File: src/sv/nvg_pkg.sv
package nvg_pkg;

	localparam int IDX_W = 7;
	localparam int DEG_W = 6;
	localparam int SMP_W = 16;

	typedef enum logic [1:0] {
		ST_IDLE,
		ST_RUN,
		ST_OVF
	} nvg_state_t;

	typedef struct packed {
		logic signed [SMP_W-1:0] sample;
		logic                    start_series;
	} smp_t;

	typedef struct packed {
		logic [IDX_W-1:0] source_index;
		logic [IDX_W-1:0] target_index;
		logic [DEG_W-1:0] source_out_degree;
		logic [DEG_W-1:0] target_in_degree;
		logic             last_of_run;
		logic             overflow;
	} lnk_t;

endpackage

File: src/sv/nvg_cell.sv
module nvg_cell #(
	parameter int SW = 16,
	parameter int RW = 6,
	parameter int DW = 6
) (
	input  logic                clk,
	input  logic                shift,
	input  logic signed [SW-1:0] d_smp,
	input  logic signed [SW:0]   d_rise,
	input  logic [RW-1:0]        d_run,
	input  logic [DW-1:0]        d_deg,
	output logic signed [SW-1:0] q_smp,
	output logic signed [SW:0]   q_rise,
	output logic [RW-1:0]        q_run,
	output logic [DW-1:0]        q_deg
);

	logic signed [SW-1:0] smp_q;
	logic signed [SW:0]   rise_q;
	logic [RW-1:0]        run_q;
	logic [DW-1:0]        deg_q;

	always_ff @(posedge clk) begin
		if (shift) begin
			smp_q  <= d_smp;
			rise_q <= d_rise;
			run_q  <= d_run;
			deg_q  <= d_deg;
		end
	end

	assign q_smp  = smp_q;
	assign q_rise = rise_q;
	assign q_run  = run_q;
	assign q_deg  = deg_q;

endmodule

File: src/sv/nvg_vis.sv
module nvg_vis #(
	parameter int SW = 16,
	parameter int RW = 6,
	parameter int DW = 6
) (
	input  logic signed [SW-1:0] h,
	input  logic [RW-1:0]        i,
	input  logic [RW-1:0]        k,
	input  logic signed [SW-1:0] c_smp,
	input  logic signed [SW:0]   c_rise,
	input  logic [RW-1:0]        c_run,
	input  logic [DW-1:0]        c_deg,
	output logic                 sees,
	output logic                 last,
	output logic signed [SW-1:0] n_smp,
	output logic signed [SW:0]   n_rise,
	output logic [RW-1:0]        n_run,
	output logic [DW-1:0]        n_deg
);

	localparam int PW = SW + RW + 2;

	logic signed [SW:0]   rise;
	logic [RW-1:0]        run;
	logic signed [PW-1:0] prod_best;
	logic signed [PW-1:0] prod_new;
	logic [RW:0]          i_nx;
	logic                 earlier;

	assign rise      = (SW+1)'(h) - (SW+1)'(c_smp);
	assign run       = k - i;
	assign prod_best = PW'(c_rise) * PW'($signed({1'b0, run}));
	assign prod_new  = PW'(rise) * PW'($signed({1'b0, c_run}));
	assign i_nx      = (RW+1)'(i) + (RW+1)'(1);
	assign earlier   = i < k;
	assign last      = i_nx == {1'b0, k};
	assign sees      = earlier && (last || (prod_best < prod_new));

	always_comb begin
		n_smp  = c_smp;
		n_rise = c_rise;
		n_run  = c_run;
		n_deg  = c_deg;
		if (sees) begin
			n_rise = rise;
			n_run  = run;
			n_deg  = c_deg + DW'(1);
		end else if (i == k) begin
			n_smp = h;
			n_deg = '0;
		end
	end

endmodule

File: src/sv/natural_visibility_graph_unit.sv
// Natural visibility graph builder.
// Input channel smp (valid/ready) carries one sample and a start flag. Each
// accepted sample becomes the next node of the series; start_series first
// empties the stored series so the sample becomes node 1.
// Output channel lnk (valid/ready) carries one transfer per edge i -> k, in
// ascending source order, with both degrees; the final one has last_of_run.
// A sample arriving with MAX_SAMPLES nodes stored and no start gives a single
// overflow transfer and is dropped. Node 1 of a series gives no transfer.
// Node state sits in a ring of MAX_SAMPLES cells that rotates once per
// sample past a single slope-compare unit; smp_ready is high only between
// rotations. A stalled receiver freezes the ring; the output register holds
// a result while the next sample is taken in. Reset empties the series and
// the output register; the cells themselves are not cleared and need no
// clearing pass.
module natural_visibility_graph_unit #(
	parameter int MAX_SAMPLES = 64,
	parameter int SAMPLE_BITS = 16
) (
	input  logic          clk,
	input  logic          arst_n,
	input  logic          smp_valid,
	output logic          smp_ready,
	input  nvg_pkg::smp_t smp,
	output logic          lnk_valid,
	input  logic          lnk_ready,
	output nvg_pkg::lnk_t lnk
);

	import nvg_pkg::*;

	localparam int CW = $clog2(MAX_SAMPLES + 1);
	localparam int IW = $clog2(MAX_SAMPLES);
	localparam int SW = SAMPLE_BITS;

	nvg_state_t state_q, state_d;

	logic [CW-1:0]        count_q;
	logic [IW-1:0]        k_q;
	logic [IW-1:0]        i_q;
	logic [IW-1:0]        kin_q;
	logic signed [SW-1:0] h_q;
	logic                 lnk_valid_q;
	lnk_t                 lnk_q;

	logic signed [SW-1:0] c_smp  [MAX_SAMPLES];
	logic signed [SW:0]   c_rise [MAX_SAMPLES];
	logic [IW-1:0]        c_run  [MAX_SAMPLES];
	logic [IW-1:0]        c_deg  [MAX_SAMPLES];

	logic signed [SW-1:0] n_smp;
	logic signed [SW:0]   n_rise;
	logic [IW-1:0]        n_run;
	logic [IW-1:0]        n_deg;
	logic                 sees;
	logic                 last;

	logic                 accept;
	logic                 fits;
	logic                 free;
	logic                 adv;
	logic                 ovf_load;
	logic [IW-1:0]        k_new;
	logic [SW-1:0]        raw;

	assign accept = smp_valid && smp_ready;
	assign fits   = smp.start_series || (count_q < CW'(MAX_SAMPLES));
	assign free   = !lnk_valid_q || lnk_ready;
	assign k_new  = smp.start_series ? '0 : count_q[IW-1:0];
	assign raw    = SW'($unsigned(smp.sample));

	always_comb begin
		state_d   = state_q;
		smp_ready = 1'b0;
		adv       = 1'b0;
		ovf_load  = 1'b0;
		case (state_q)
			ST_IDLE: begin
				smp_ready = 1'b1;
				if (smp_valid) begin
					state_d = fits ? ST_RUN : ST_OVF;
				end
			end
			ST_RUN: begin
				adv = free;
				if (free && (i_q == IW'(MAX_SAMPLES - 1))) begin
					state_d = ST_IDLE;
				end
			end
			ST_OVF: begin
				ovf_load = free;
				if (free) begin
					state_d = ST_IDLE;
				end
			end
			default: begin
				state_d = ST_IDLE;
			end
		endcase
	end

	always_ff @(posedge clk or negedge arst_n) begin
		if (!arst_n) begin
			state_q     <= ST_IDLE;
			count_q     <= '0;
			lnk_valid_q <= 1'b0;
		end else begin
			state_q <= state_d;
			if (accept && fits) begin
				count_q <= CW'(k_new) + CW'(1);
			end
			if ((adv && sees) || ovf_load) begin
				lnk_valid_q <= 1'b1;
			end else if (lnk_ready) begin
				lnk_valid_q <= 1'b0;
			end
		end
	end

	always_ff @(posedge clk) begin
		if (accept) begin
			k_q   <= k_new;
			i_q   <= '0;
			kin_q <= '0;
			h_q   <= $signed(raw);
		end
		if (adv) begin
			i_q <= i_q + IW'(1);
			if (sees) begin
				kin_q <= kin_q + IW'(1);
				lnk_q.source_index      <= IDX_W'(i_q) + IDX_W'(1);
				lnk_q.target_index      <= IDX_W'(k_q) + IDX_W'(1);
				lnk_q.source_out_degree <= DEG_W'(n_deg);
				lnk_q.target_in_degree  <= DEG_W'(kin_q) + DEG_W'(1);
				lnk_q.last_of_run       <= last;
				lnk_q.overflow          <= 1'b0;
			end
		end
		if (ovf_load) begin
			lnk_q.source_index      <= '0;
			lnk_q.target_index      <= '0;
			lnk_q.source_out_degree <= '0;
			lnk_q.target_in_degree  <= '0;
			lnk_q.last_of_run       <= 1'b1;
			lnk_q.overflow          <= 1'b1;
		end
	end

	nvg_vis #(
		.SW(SW),
		.RW(IW),
		.DW(IW)
	) u_vis (
		.h      (h_q),
		.i      (i_q),
		.k      (k_q),
		.c_smp  (c_smp[0]),
		.c_rise (c_rise[0]),
		.c_run  (c_run[0]),
		.c_deg  (c_deg[0]),
		.sees   (sees),
		.last   (last),
		.n_smp  (n_smp),
		.n_rise (n_rise),
		.n_run  (n_run),
		.n_deg  (n_deg)
	);

	for (genvar j = 0; j < MAX_SAMPLES; j++) begin : g_ring
		if (j == MAX_SAMPLES - 1) begin : g_tail
			nvg_cell #(
				.SW(SW),
				.RW(IW),
				.DW(IW)
			) u_cell (
				.clk    (clk),
				.shift  (adv),
				.d_smp  (n_smp),
				.d_rise (n_rise),
				.d_run  (n_run),
				.d_deg  (n_deg),
				.q_smp  (c_smp[j]),
				.q_rise (c_rise[j]),
				.q_run  (c_run[j]),
				.q_deg  (c_deg[j])
			);
		end else begin : g_body
			nvg_cell #(
				.SW(SW),
				.RW(IW),
				.DW(IW)
			) u_cell (
				.clk    (clk),
				.shift  (adv),
				.d_smp  (c_smp[j+1]),
				.d_rise (c_rise[j+1]),
				.d_run  (c_run[j+1]),
				.d_deg  (c_deg[j+1]),
				.q_smp  (c_smp[j]),
				.q_rise (c_rise[j]),
				.q_run  (c_run[j]),
				.q_deg  (c_deg[j])
			);
		end
	end

	assign lnk_valid = lnk_valid_q;
	assign lnk       = lnk_q;

endmodule

File: config.mk
export PLATFORM = sky130hd
export DESIGN_NAME = natural_visibility_graph_unit
export DESIGN_NICKNAME = d
export VERILOG_FILES = /design/src/sv/nvg_pkg.sv /design/src/sv/nvg_cell.sv /design/src/sv/nvg_vis.sv /design/src/sv/natural_visibility_graph_unit.sv
export SDC_FILE = /design/constraint.sdc
export NUM_CORES = 2
export LEC_CHECK = 0
export BUFFER_PORTS_ARGS = -buffer_cell sky130_fd_sc_hd__buf_4
export CORE_UTILIZATION = 50
export DETAILED_ROUTE_END_ITERATION = 12
export PLACE_DENSITY = 0.65
export SETUP_SLACK_MARGIN = 0.1
export SYNTH_ARGS = -nofsm -noshare
export SYNTH_HDL_FRONTEND = slang
export SYNTH_SLANG_ARGS = --single-unit
File: constraint.sdc
create_clock -name clk -period 113.7 [get_ports clk]
set_input_delay 22.74 -clock clk [delete_from_list [all_inputs] [get_ports clk]]
set_output_delay 22.74 -clock clk [all_outputs]
set_load 0.01 [all_outputs]
==> flow_summary.yaml <==
worst_setup_path:
  required_ns: 114.17
  cpMaxStageDelayCell: "buf_4"
  cp_max_fo: 165
  r2r_start: "h_q[0]"
  path_buf_inv: 8
  slowest_delay_ns: 0.99
  cp_common_cell: "buf_4"
  criticalPathCategory: "in2reg"
  worstPathCellList: "buf_4, nand2b_1, nand2b_1, inv_8, buf_4, buf_4, buf_4, buf_4, buf_4, buf_4"
  cp_top_family: "buffers and inverters"
  cp.arrival_ns: 29.61
  startpoint_type: "input port"
  endpoint_kind: "flop"
  critPathLaunch: "lnk_ready"
placement:
  gp_congestion: 0.772
  dp_cells: 6993
  numPortBuffers: 50
  hpwlAfterDp_um: 68800
yosys:
  synth-seq-area-share: 0.893
  syn_area_per_cell_um2: 23.0
  synthCells: 4305
  yosysWarningCount: 0
  synthArstFlopShare: 0.00339
  synth-edff-count: 2908
  synth_cell_types: 62
  syn_nets: 4616
  synthFlopType: "edfxtp_1"
  ys_seq_elements: 2952
  syn-cell-area_mm2: 0.0989
detailed_routing:
  wl_per_cell_um: 17.3
  viasPerCell: 4.90
  drt-initial-drc-count: 2743
  dr.pass1.iters: 5
  dr_total_vias: 36800
  drc: 0
  postRouteAntennaNets: 0
  wirelength_um: 130000
sta:
  finalHoldViolCount: 0
  finalCritPeriodShare: 0.256
  rsz0062_at_grt: "no"
  timing_worst_slew_pin_value_ns: 1.26
  finClkSkew_ns: 0.0645
  fin_crit_ns: 29.13
  max_slew_margin: 0.153
  setup_viol: 0
  setup_tns_ns: 0
  drv_slew: 0
  fmax_ghz: 0.0343
layout:
  stdcell_count: 7508
  layout-drive-gt1-share: 0.107
  area_delta_synth_final_pct: 13.3
  finish.net_count: 4985
die:
  die_w_um: 447
  start_util: 0.506
  die-area_mm2: 0.200
  die_h_um: 447
  ios: 51
  rows: 162
  core_area_mm2: 0.196
global_routing:
  grt_overflow_total: 0
  grt_pass1_vias: 36400
  grt_max_degree: 210
  antenna_found_initial: 6
  grt_usage: 0.134
  grt_pass1_wl_um: 207000
clock_tree:
  cts_buffers: 303
  post_cts_buffers: 0
  cts.clk_slew.worst_paths_ns: 0.06
  cts.path.max_buffers: 4
  hold_buffers: 0
  cts_tree: "built"
  root_buffer: "clkbuf_16"
  h-tree-depth: 5
  insertion_delay_ns: 0.90
  ctsResizeCount: 0
  clock-sinks: 2952
min_path:
  hold_class: "reg2reg"
  hp-start: "g_ring[59].g_body.u_cell.q_rise[3]"
status:
  status: "finished clean"
job:
  drv_cap: 0
-- cell usage in the layout, fill, tap and decap left out, drive strengths merged, types with 6 or more instances in the layout --
cell         n
buf         93
nand2b      28
dfrtp       10
xnor2       62
clkinv      88
fa         144
and2       133
clkbuf     384
or3          9
clkinvlp    10
a31oi        6
bufinv      22
dfxtp       34
ha         146
nor2        62
nand2      127
nand3       21
xor2        23
o21bai       8
mux2i       11
and3         7
edfxtp    2908
nor2b       26
inv        277
mux2        23
nor3        12
o21a         9
a21o        16
a211oi       9
a21oi       55
o21ai       65
-- per-stage QoR --
stage | setup slack, ns | utilization | hold WS (ns) | instance area, µm²
floorplan | 31.67 | - | 0.400 | 98900
global placement | 83.76 | 0.526 | 0.400 | 103000
detailed placement | 83.55 | 0.526 | 0.405 | 103000
CTS | 84.59 | 0.573 | 0.377 | 112000
global route | 84.03 | 0.573 | 0.377 | 112000
finish | 84.57 | 0.573 | 0.383 | 112000
-- synthesized netlist by cell type (28+ instances only) --
master	number	area (µm²)
fa_1	144	2880
nand2b_1	28	175
o21ai_0	65	325
ha_1	146	1830
dfxtp_1	34	681
nand2_1	127	477
edfxtp_1	2908	87300
xnor2_1	61	534
nor2_1	61	229
inv_1	267	1000
and2_1	133	832
a21oi_1	55	275
-- final timing paths --
kind	endpoint	slack [ns]	depth (start not counted)
setup / recovery	g_ring[35].g_body.u_cell.q_smp[0]	84.57	10
max in group asynchronous	count_q[1]	91.91	1
hold / removal	g_ring[58].g_body.u_cell.q_rise[3]	0.38	0
hold reg to reg	g_ring[58].g_body.u_cell.q_rise[3]	0.38	0
setup reg to reg	g_ring[63].g_tail.u_cell.q_run[3]	103.83	35
min in group asynchronous	count_q[4]	21.65	1
-- cell type report --
class,count,area (µm²)
flip-flops and latches,2952,88300
fillers,13900,83500
multi-input cells,1057,9500
clock buffers,384,8050
well taps,2624,3280
clock inverters,130,1210
inverters,267,1010
repair buffers,93,748
diodes,1,2.50
-- flip-flops by register name (all words and copies together) (netlist names) --
name                         count
g_ring.g_body.u_cell.q_smp    1008
g_ring.g_tail.u_cell.q_rise     17
state_q                          2
g_ring.g_tail.u_cell.q_smp      16
count_q                          7
g_ring.g_tail.u_cell.q_run       6
h_q                             16
g_ring.g_body.u_cell.q_rise   1071
kin_q                            6
i_q                              6
g_ring.g_tail.u_cell.q_deg       6
g_ring.g_body.u_cell.q_deg     378
g_ring.g_body.u_cell.q_run     378
k_q                              6
lnk_valid                        1
lnk                             28
-- cell families (layout without fill, tap and decap cells) --
kind of cell / Yosys count / in the layout / synth area share
multiplexers: 34 / 34 / 0.00430
buffers and inverters: 296 / 874 / 0.0115
adder cells (fa/ha/maj): 290 / 290 / 0.0476
AND/OR/NAND/NOR: 442 / 442 / 0.0231
flip-flops: 2952 / 2952 / 0.893
AO/OA/AOI/OAI: 205 / 205 / 0.0131
XOR/XNOR: 86 / 86 / 0.00783
other: 0 / 1 / 0
-- per-layer routing --
metal,track usage,vias up,wire [µm]
met3,0.0276,315,5370
met2,0.188,578,57300
met1,0.209,18800,63800
met5,0,-,0
met4,0.0476,0,3650
li1,-,17200,-
Power is not shown: default switching activity piles up to over one toggle a cycle in this logic, so the estimate is an artifact.
